<file path="config.mk">
export PLATFORM = sky130hd
export DESIGN_NAME = bottom_k_record_selector
export DESIGN_NICKNAME = d
export VERILOG_FILES = /design/src/rtl/bksel_pkg.sv /design/src/rtl/bksel_dp.sv /design/src/rtl/bksel_ctrl.sv /design/src/rtl/bottom_k_record_selector.sv
export SDC_FILE = /design/constraint.sdc
export NUM_CORES = 2
export LEC_CHECK = 0
export ABC_AREA = 1
export BUFFER_PORTS_ARGS = -buffer_cell sky130_fd_sc_hd__buf_4
export CORE_MARGIN = 2
export CORE_UTILIZATION = 40
export CTS_CLUSTER_DIAMETER = 40
export DETAILED_ROUTE_END_ITERATION = 12
export HOLD_SLACK_MARGIN = 0.05
export PLACE_DENSITY = 0.57
export SLEW_MARGIN = 20
export SYNTH_ARGS = -nofsm -noshare
export SYNTH_HDL_FRONTEND = slang
export SYNTH_SLANG_ARGS = --single-unit
</file>
<file path="constraint.sdc">
create_clock -name clk -period 6.37 [get_ports clk]
set_input_delay 1.274 -clock clk [delete_from_list [all_inputs] [get_ports clk]]
set_output_delay 1.274 -clock clk [all_outputs]
set_load 0.01 [all_outputs]
</file>
<file path="src/rtl/bksel_pkg.sv">
// Shared types and constants for the bottom-k record selector.
package bksel_pkg;

	localparam int KEEP_COUNT = 25;
	localparam int IDX_W      = (KEEP_COUNT > 1) ? $clog2(KEEP_COUNT) : 1;
	localparam int CNT_W      = $clog2(KEEP_COUNT + 1);
	localparam int KEY_W      = 12;
	localparam int ID_W       = 16;
	localparam int STAT_W     = 10;
	localparam int RANK_W     = 6;

	typedef enum logic [1:0] {
		STAT_POINTS   = 2'd0,
		STAT_ASSISTS  = 2'd1,
		STAT_REBOUNDS = 2'd2,
		STAT_OVERALL  = 2'd3
	} stat_t;

	typedef struct packed {
		logic [ID_W-1:0]   player_id;
		logic [STAT_W-1:0] points_tenths;
		logic [STAT_W-1:0] assists_tenths;
		logic [STAT_W-1:0] rebounds_tenths;
		logic [KEY_W-1:0]  overall_score;
		logic              last;
	} rec_t;

	typedef struct packed {
		logic [RANK_W-1:0] rank;
		logic [ID_W-1:0]   result_id;
		logic [KEY_W-1:0]  result_key;
		logic              final_res;
	} res_t;

	typedef struct packed {
		logic insert;
		logic emit;
	} cmd_t;

	typedef struct packed {
		logic out_free;
		logic emit_final;
	} sts_t;

endpackage

</file>
<file path="src/rtl/bksel_dp.sv">
// Datapath: sorted record cells with parallel insertion, shift-out and result register.
module bksel_dp (
	input  logic               clk,
	input  logic               arst_n,
	input  bksel_pkg::cmd_t    cmd,
	output bksel_pkg::sts_t    sts,
	input  bksel_pkg::rec_t    rec,
	input  logic               cfg_valid,
	input  logic [1:0]         cfg_data,
	output logic               res_valid,
	input  logic               res_stall,
	output bksel_pkg::res_t    res
);

	localparam int K  = bksel_pkg::KEEP_COUNT;
	localparam int CW = bksel_pkg::CNT_W;
	localparam int KW = bksel_pkg::KEY_W;
	localparam int RW = bksel_pkg::RANK_W;

	bksel_pkg::stat_t          stat_q;
	logic [KW-1:0]             key_q [K];
	logic [bksel_pkg::ID_W-1:0] id_q [K];
	logic [KW-1:0]             key_d [K];
	logic [bksel_pkg::ID_W-1:0] id_d [K];
	logic [CW-1:0]             cnt_q;
	logic [CW-1:0]             emit_q;
	logic                      res_valid_q;
	bksel_pkg::res_t           res_q;
	logic [KW-1:0]             new_key;
	logic [K-1:0]              gt;
	logic                      emit_final;

	always_comb begin
		unique case (stat_q)
			bksel_pkg::STAT_POINTS:   new_key = KW'(rec.points_tenths);
			bksel_pkg::STAT_ASSISTS:  new_key = KW'(rec.assists_tenths);
			bksel_pkg::STAT_REBOUNDS: new_key = KW'(rec.rebounds_tenths);
			default:                  new_key = rec.overall_score;
		endcase
	end

	// A cell takes part in the insertion when it is empty or holds a strictly larger key,
	// so equal keys keep arrival order. The cells that do form a suffix of the array.
	always_comb begin
		for (int i = 0; i < K; i++) begin
			gt[i] = !(CW'(i) < cnt_q) || (key_q[i] > new_key);
		end
	end

	always_comb begin
		for (int i = 0; i < K; i++) begin
			key_d[i] = key_q[i];
			id_d[i]  = id_q[i];
		end
		if (cmd.insert) begin
			if (gt[0]) begin
				key_d[0] = new_key;
				id_d[0]  = rec.player_id;
			end
			for (int i = 1; i < K; i++) begin
				if (gt[i]) begin
					if (!gt[i-1]) begin
						key_d[i] = new_key;
						id_d[i]  = rec.player_id;
					end else begin
						key_d[i] = key_q[i-1];
						id_d[i]  = id_q[i-1];
					end
				end
			end
		end else if (cmd.emit) begin
			for (int i = 0; i < K - 1; i++) begin
				key_d[i] = key_q[i+1];
				id_d[i]  = id_q[i+1];
			end
		end
	end

	assign emit_final = (emit_q == (cnt_q - CW'(1)));

	always_ff @(posedge clk) begin
		for (int i = 0; i < K; i++) begin
			key_q[i] <= key_d[i];
			id_q[i]  <= id_d[i];
		end
		if (cmd.emit) begin
			res_q.rank       <= RW'(emit_q);
			res_q.result_id  <= id_q[0];
			res_q.result_key <= key_q[0];
			res_q.final_res  <= emit_final;
		end
	end

	always_ff @(posedge clk or negedge arst_n) begin
		if (!arst_n) begin
			stat_q      <= bksel_pkg::STAT_POINTS;
			cnt_q       <= '0;
			emit_q      <= '0;
			res_valid_q <= 1'b0;
		end else begin
			if (cfg_valid) begin
				stat_q <= bksel_pkg::stat_t'(cfg_data);
			end
			if (cmd.insert && (cnt_q < CW'(K))) begin
				cnt_q <= cnt_q + CW'(1);
			end else if (cmd.emit && emit_final) begin
				cnt_q <= '0;
			end
			if (cmd.emit) begin
				emit_q <= emit_final ? '0 : emit_q + CW'(1);
			end
			if (cmd.emit) begin
				res_valid_q <= 1'b1;
			end else if (!res_stall) begin
				res_valid_q <= 1'b0;
			end
		end
	end

	assign sts.out_free   = !res_valid_q || !res_stall;
	assign sts.emit_final = emit_final;
	assign res_valid      = res_valid_q;
	assign res            = res_q;

	a_cnt_bound: assert property (@(posedge clk) disable iff (!arst_n)
		cnt_q <= CW'(K))
		else $error("kept count exceeds the store size");

	a_no_overwrite: assert property (@(posedge clk) disable iff (!arst_n)
		cmd.emit |-> !(res_valid_q && res_stall))
		else $error("result register overwritten while stalled");

	a_clear_after_final: assert property (@(posedge clk) disable iff (!arst_n)
		(cmd.emit && emit_final) |=> (cnt_q == '0) && (emit_q == '0))
		else $error("store not cleared after the final result");

endmodule

</file>
<file path="src/rtl/bksel_ctrl.sv">
// Controller: collects records until the last one, then drives the shift-out of results.
module bksel_ctrl (
	input  logic            clk,
	input  logic            arst_n,
	input  logic            rec_valid,
	input  logic            rec_last,
	output logic            rec_stall,
	input  bksel_pkg::sts_t sts,
	output bksel_pkg::cmd_t cmd
);

	typedef enum logic [1:0] {
		ST_COLLECT = 2'b01,
		ST_EMIT    = 2'b10
	} state_t;

	state_t state_q;
	state_t state_d;
	logic   accept;

	assign rec_stall = (state_q != ST_COLLECT);
	assign accept    = rec_valid && !rec_stall;

	always_comb begin
		state_d    = state_q;
		cmd.insert = 1'b0;
		cmd.emit   = 1'b0;
		unique case (state_q)
			ST_COLLECT: begin
				cmd.insert = accept;
				if (accept && rec_last) begin
					state_d = ST_EMIT;
				end
			end
			ST_EMIT: begin
				cmd.emit = sts.out_free;
				if (sts.out_free && sts.emit_final) begin
					state_d = ST_COLLECT;
				end
			end
			default: begin
				state_d = ST_COLLECT;
			end
		endcase
	end

	always_ff @(posedge clk or negedge arst_n) begin
		if (!arst_n) begin
			state_q <= ST_COLLECT;
		end else begin
			state_q <= state_d;
		end
	end

	a_no_insert_in_emit: assert property (@(posedge clk) disable iff (!arst_n)
		(state_q == ST_EMIT) |-> !cmd.insert)
		else $error("record inserted while results are going out");

	a_last_starts_emit: assert property (@(posedge clk) disable iff (!arst_n)
		(accept && rec_last) |=> (state_q == ST_EMIT))
		else $error("last record did not start the result run");

endmodule

</file>
<file path="src/rtl/bottom_k_record_selector.sv">
// Top level of the bottom-k record selector: controller and datapath.
//
//  Channel  Signals                       Direction  Moves
//  rec      rec_valid, rec_stall, rec     in         one record item
//  res      res_valid, res_stall, res     out        one ranked result item
//  cfg      cfg_valid, cfg_ready, cfg_data in        stat_select write
//
// A record is inserted by a parallel compare-and-shift over the 25 cells.
// The record marked last starts a run of one result per cycle, while res_stall is low,
// as many as records kept; records are stalled during the run.
// The shift-out is paced by the single result register and by res_stall.
// Reset clears the kept count, the key select and the state; the cells need no clearing.
module bottom_k_record_selector (
	input  logic            clk,
	input  logic            arst_n,
	input  logic            rec_valid,
	output logic            rec_stall,
	input  bksel_pkg::rec_t rec,
	output logic            res_valid,
	input  logic            res_stall,
	output bksel_pkg::res_t res,
	input  logic            cfg_valid,
	output logic            cfg_ready,
	input  logic [1:0]      cfg_data
);

	bksel_pkg::cmd_t cmd;
	bksel_pkg::sts_t sts;

	assign cfg_ready = 1'b1;

	bksel_ctrl u_ctrl (
		.clk       (clk),
		.arst_n    (arst_n),
		.rec_valid (rec_valid),
		.rec_last  (rec.last),
		.rec_stall (rec_stall),
		.sts       (sts),
		.cmd       (cmd)
	);

	bksel_dp u_dp (
		.clk       (clk),
		.arst_n    (arst_n),
		.cmd       (cmd),
		.sts       (sts),
		.rec       (rec),
		.cfg_valid (cfg_valid),
		.cfg_data  (cfg_data),
		.res_valid (res_valid),
		.res_stall (res_stall),
		.res       (res)
	);

endmodule

</file>
==> reports/summary.txt <==
Status = completed
Final Critical Period = 4960 ps
Synth unique cells = 43
CTS Hold Bufs = 0
Leakage Power = 30.2 nW
Pwr dens = 383 nW/um^2
Met3 Use GR = 4.46%
I/O pin count = 104
RSZ-0062 raised after global routing = false
Int Power = 13.3 mW
CTS tree = built
Post-synthesis instance area = 48100 um^2
Post-CTS Setup Inserts = 0
Switch share = 36.3%
Initial antenna violation count = 0
H-tree depth = 4
Worst hold path type = input pin to async pin
Critical Path Sink Type = register
Met1 Usage GRT = 35.2%
Clock Tree Root = clkbuf_16
Post-synth EDFFs = 734
DIE WIDTH = 351 um
Inst Count DP = 8020
Global route hottest layer = met2
First-pass GRT wire length = 240 mm
Maximum clock path buffer count = 3
Max frequency = 202 MHz
Slew margin rel. = 25.1%
GRT Util Overall = 25.4%
GR Overflow Total = 0
Crit-path max FO = 29
TNS Setup = 0 ps
Final Hold Vio Count = 0
Synth warnings = 0
Initial Util = 40.2%
Share of cells above drive strength 1 = 8.15%
Final WL = 156 mm
CTS clk-pin slew, worst paths = 50 ps
Post-CTS Resized = 0
Std-Cell Rows = 127
Largest net degree at the start of global routing = 193
Clock sinks = 749
# port buffers = 101
Type of origin of the critical path = register
TritonCTS buffer count = 138
Clock power frac = 35.2%
Sequential area share after synthesis = 46.6%
Fin. max-slew vios = 0
CORE AREA = 119000 um^2
First drt pass iteration count = 5
Vias = 41.9k
Net Sw Power = 7.59 mW
Nets = 6868
Vias per cell = 5.07
Post-route ant nets = 0
Avg Cell Area, Syn = 7.43 um^2
DRT iter0 DRCs = 4026
Logic pwr share = 28.8%
Critical Path RT = 6760 ps
Worst IR Drop VDD = 0.000269 V
GP Congestion = 0.914
Post-DP HPWL = 107 mm
Slew @ Worst Pin = 1120 ps
Area Growth Syn to Fin = 13.5%
CP Class = register to register
Die area = 123000 um^2
Final setup fails = 0
Synthesized flop and latch total = 749
Cell count after synthesis = 6474
Top FF cell, synth = edfxtp_1
Seq pwr share = 36.0%
DRC violations left = 0
Skew final = 24.1 ps
Async S/R FF share, synth = 2.00%
Synthesized Nets = 6794
Skew-Pair Late Insertion Delay = 750 ps
Critical path data arrival time = 5350 ps
Fin crit share = 77.9%
Finished Layout Cells = 8273
Met2 GRT Util = 40.1%
# Max-Cap Violations = 0
Vias in the first global route = 40.6k
Routed wire length per instance = 18.9 um
Die height = 351 um
## worst paths after layout
| path | end | cells past startpoint | start | slack (ps) |
|---|---|---|---|---|
| worst max-delay path | u_dp.key_q[4][44] | 22 | u_dp.stat_q[0] | 1410 |
| worst min-delay path | u_dp.res_valid | 1 | arst_n | 410 |
| worst max register to register | u_dp.key_q[4][44] | 22 | u_dp.stat_q[0] | 1410 |
| worst min register to register | u_dp.res[17] | 0 | u_dp.id_q[0][4] | 450 |
| max in group asynchronous | u_ctrl.state_q[0] | 1 | arst_n | 5680 |
| min in group clk | u_dp.res[17] | 0 | u_dp.id_q[0][4] | 450 |
## sequential cells by signal (all words and copies together), names as in the netlist
name,flops
u_ctrl.state_q,2
u_dp.res,34
u_dp.stat_q,2
u_dp.res_valid,1
u_dp.cnt_q,5
u_dp.id_q,400
u_dp.key_q,300
u_dp.emit_q,5
## area by class of cell
class | count | area, um^2
repair buffers | 244 | 1870
diodes | 1 | 2.50
clock buffers | 156 | 3570
clock inverters | 96 | 1040
multi-input cells | 4586 | 20500
flip-flops and latches | 749 | 22400
inverters | 829 | 3110
fillers | 12000 | 64900
well taps | 1612 | 2020
## placed cells by master (no fill, tap or decap), drive strengths merged, types with 2 or more instances in the layout
cell type and count:
xnor2 3, clkbuf 156, o211ai 9, inv 841
clkinvlp 13, buf 244, conb 2, nor3 3
a21oi 121, nor2 128, o22ai 2, a31oi 2
nand4 28, nand2 3686, edfxtp 734, or2 2
dfrtp 14, nand3 210, xor2 6, bufinv 14
clkinv 57, o21bai 23, ha 254, o21ai 101
## critical path: stages, from the launching register on
cell     delay (ps)
dfrtp_1         630
inv_1           210
nor2_1          410
nand2_1          90
nand2_1          90
inv_1            50
nand3_1         120
inv_1           310
buf_4           360
buf_4           200
ha_1            270
nand3_1          90
nor2_1          110
nand3_1          80
nor2_1          150
a21oi_1          80
nand2_1          60
nand2_1          40
nand2_1          50
buf_4           280
nand2_1         370
nand2_1         170
buf_4           370
## synthesized netlist by cell type (2+ instances only)
library cell / count / share of area (%)
a21oi_1: 121 / 1.3
a31oi_1: 2 / 0.026
buf_12: 2 / 0.083
buf_2: 52 / 0.54
buf_4: 50 / 0.78
buf_6: 80 / 1.9
buf_8: 3 / 0.094
clkbuf_1: 122 / 0.95
conb_1: 2 / 0.016
dfrtp_1: 14 / 0.73
edfxtp_1: 734 / 46
ha_1: 254 / 6.6
inv_1: 827 / 6.5
nand2_1: 3623 / 28
nand2_2: 61 / 0.79
nand2_4: 2 / 0.047
nand3_1: 206 / 2.1
nand3_2: 4 / 0.083
nand4_1: 28 / 0.36
nor2_1: 126 / 0.98
nor3_1: 3 / 0.031
o211ai_1: 9 / 0.14
o21ai_0: 98 / 1.0
o21ai_1: 2 / 0.021
o21bai_1: 23 / 0.36
o22ai_1: 2 / 0.026
xnor2_1: 3 / 0.055
xor2_1: 6 / 0.11
## power groups by stage
stage	Combinational [mW]	Sequential (mW)	Clock (mW)
detailed placement	5.93	7.58	0
floorplan	4.44	7.28	0
CTS	5.97	7.49	7.45
global placement	5.82	7.58	0
finish	6.01	7.51	7.36
global route	6.87	7.59	7.66
## per-stage QoR
| stage | hold slack, ps | instance area (um^2) | worst slack, ps | utilization, % | power [mW] |
|---|---|---|---|---|---|
| after floorplan | 426 | 48100 | 1190 | - | 11.7 |
| after global placement | 430 | 50000 | 1310 | 41.8 | 13.4 |
| after detailed placement | 444 | 50000 | 1290 | 41.8 | 13.5 |
| after CTS | 377 | 54600 | 1470 | 45.7 | 20.9 |
| after global routing | 401 | 54600 | 1010 | 45.7 | 22.1 |
| final | 411 | 54600 | 1410 | 45.7 | 20.9 |
## layer usage
metal / vias to the layer above / wire (um)
met1: 19800 / 69500
li1: 20200 / -
met2: 1598 / 70500
met5: - / 0
met3: 300 / 11900
met4: 0 / 4440
## logic make-up after synthesis
kind of cell | count (synthesis) | synth area share, %
buf+inv | 1139 | 10.8
xor+xnor | 9 | 0.164
fa+ha+maj | 254 | 6.61
other cells | 2 | 0.0156
compound gates | 264 | 2.97
flops | 749 | 46.6
simple gates | 4057 | 32.8
Power figures use the tool's default switching activity.
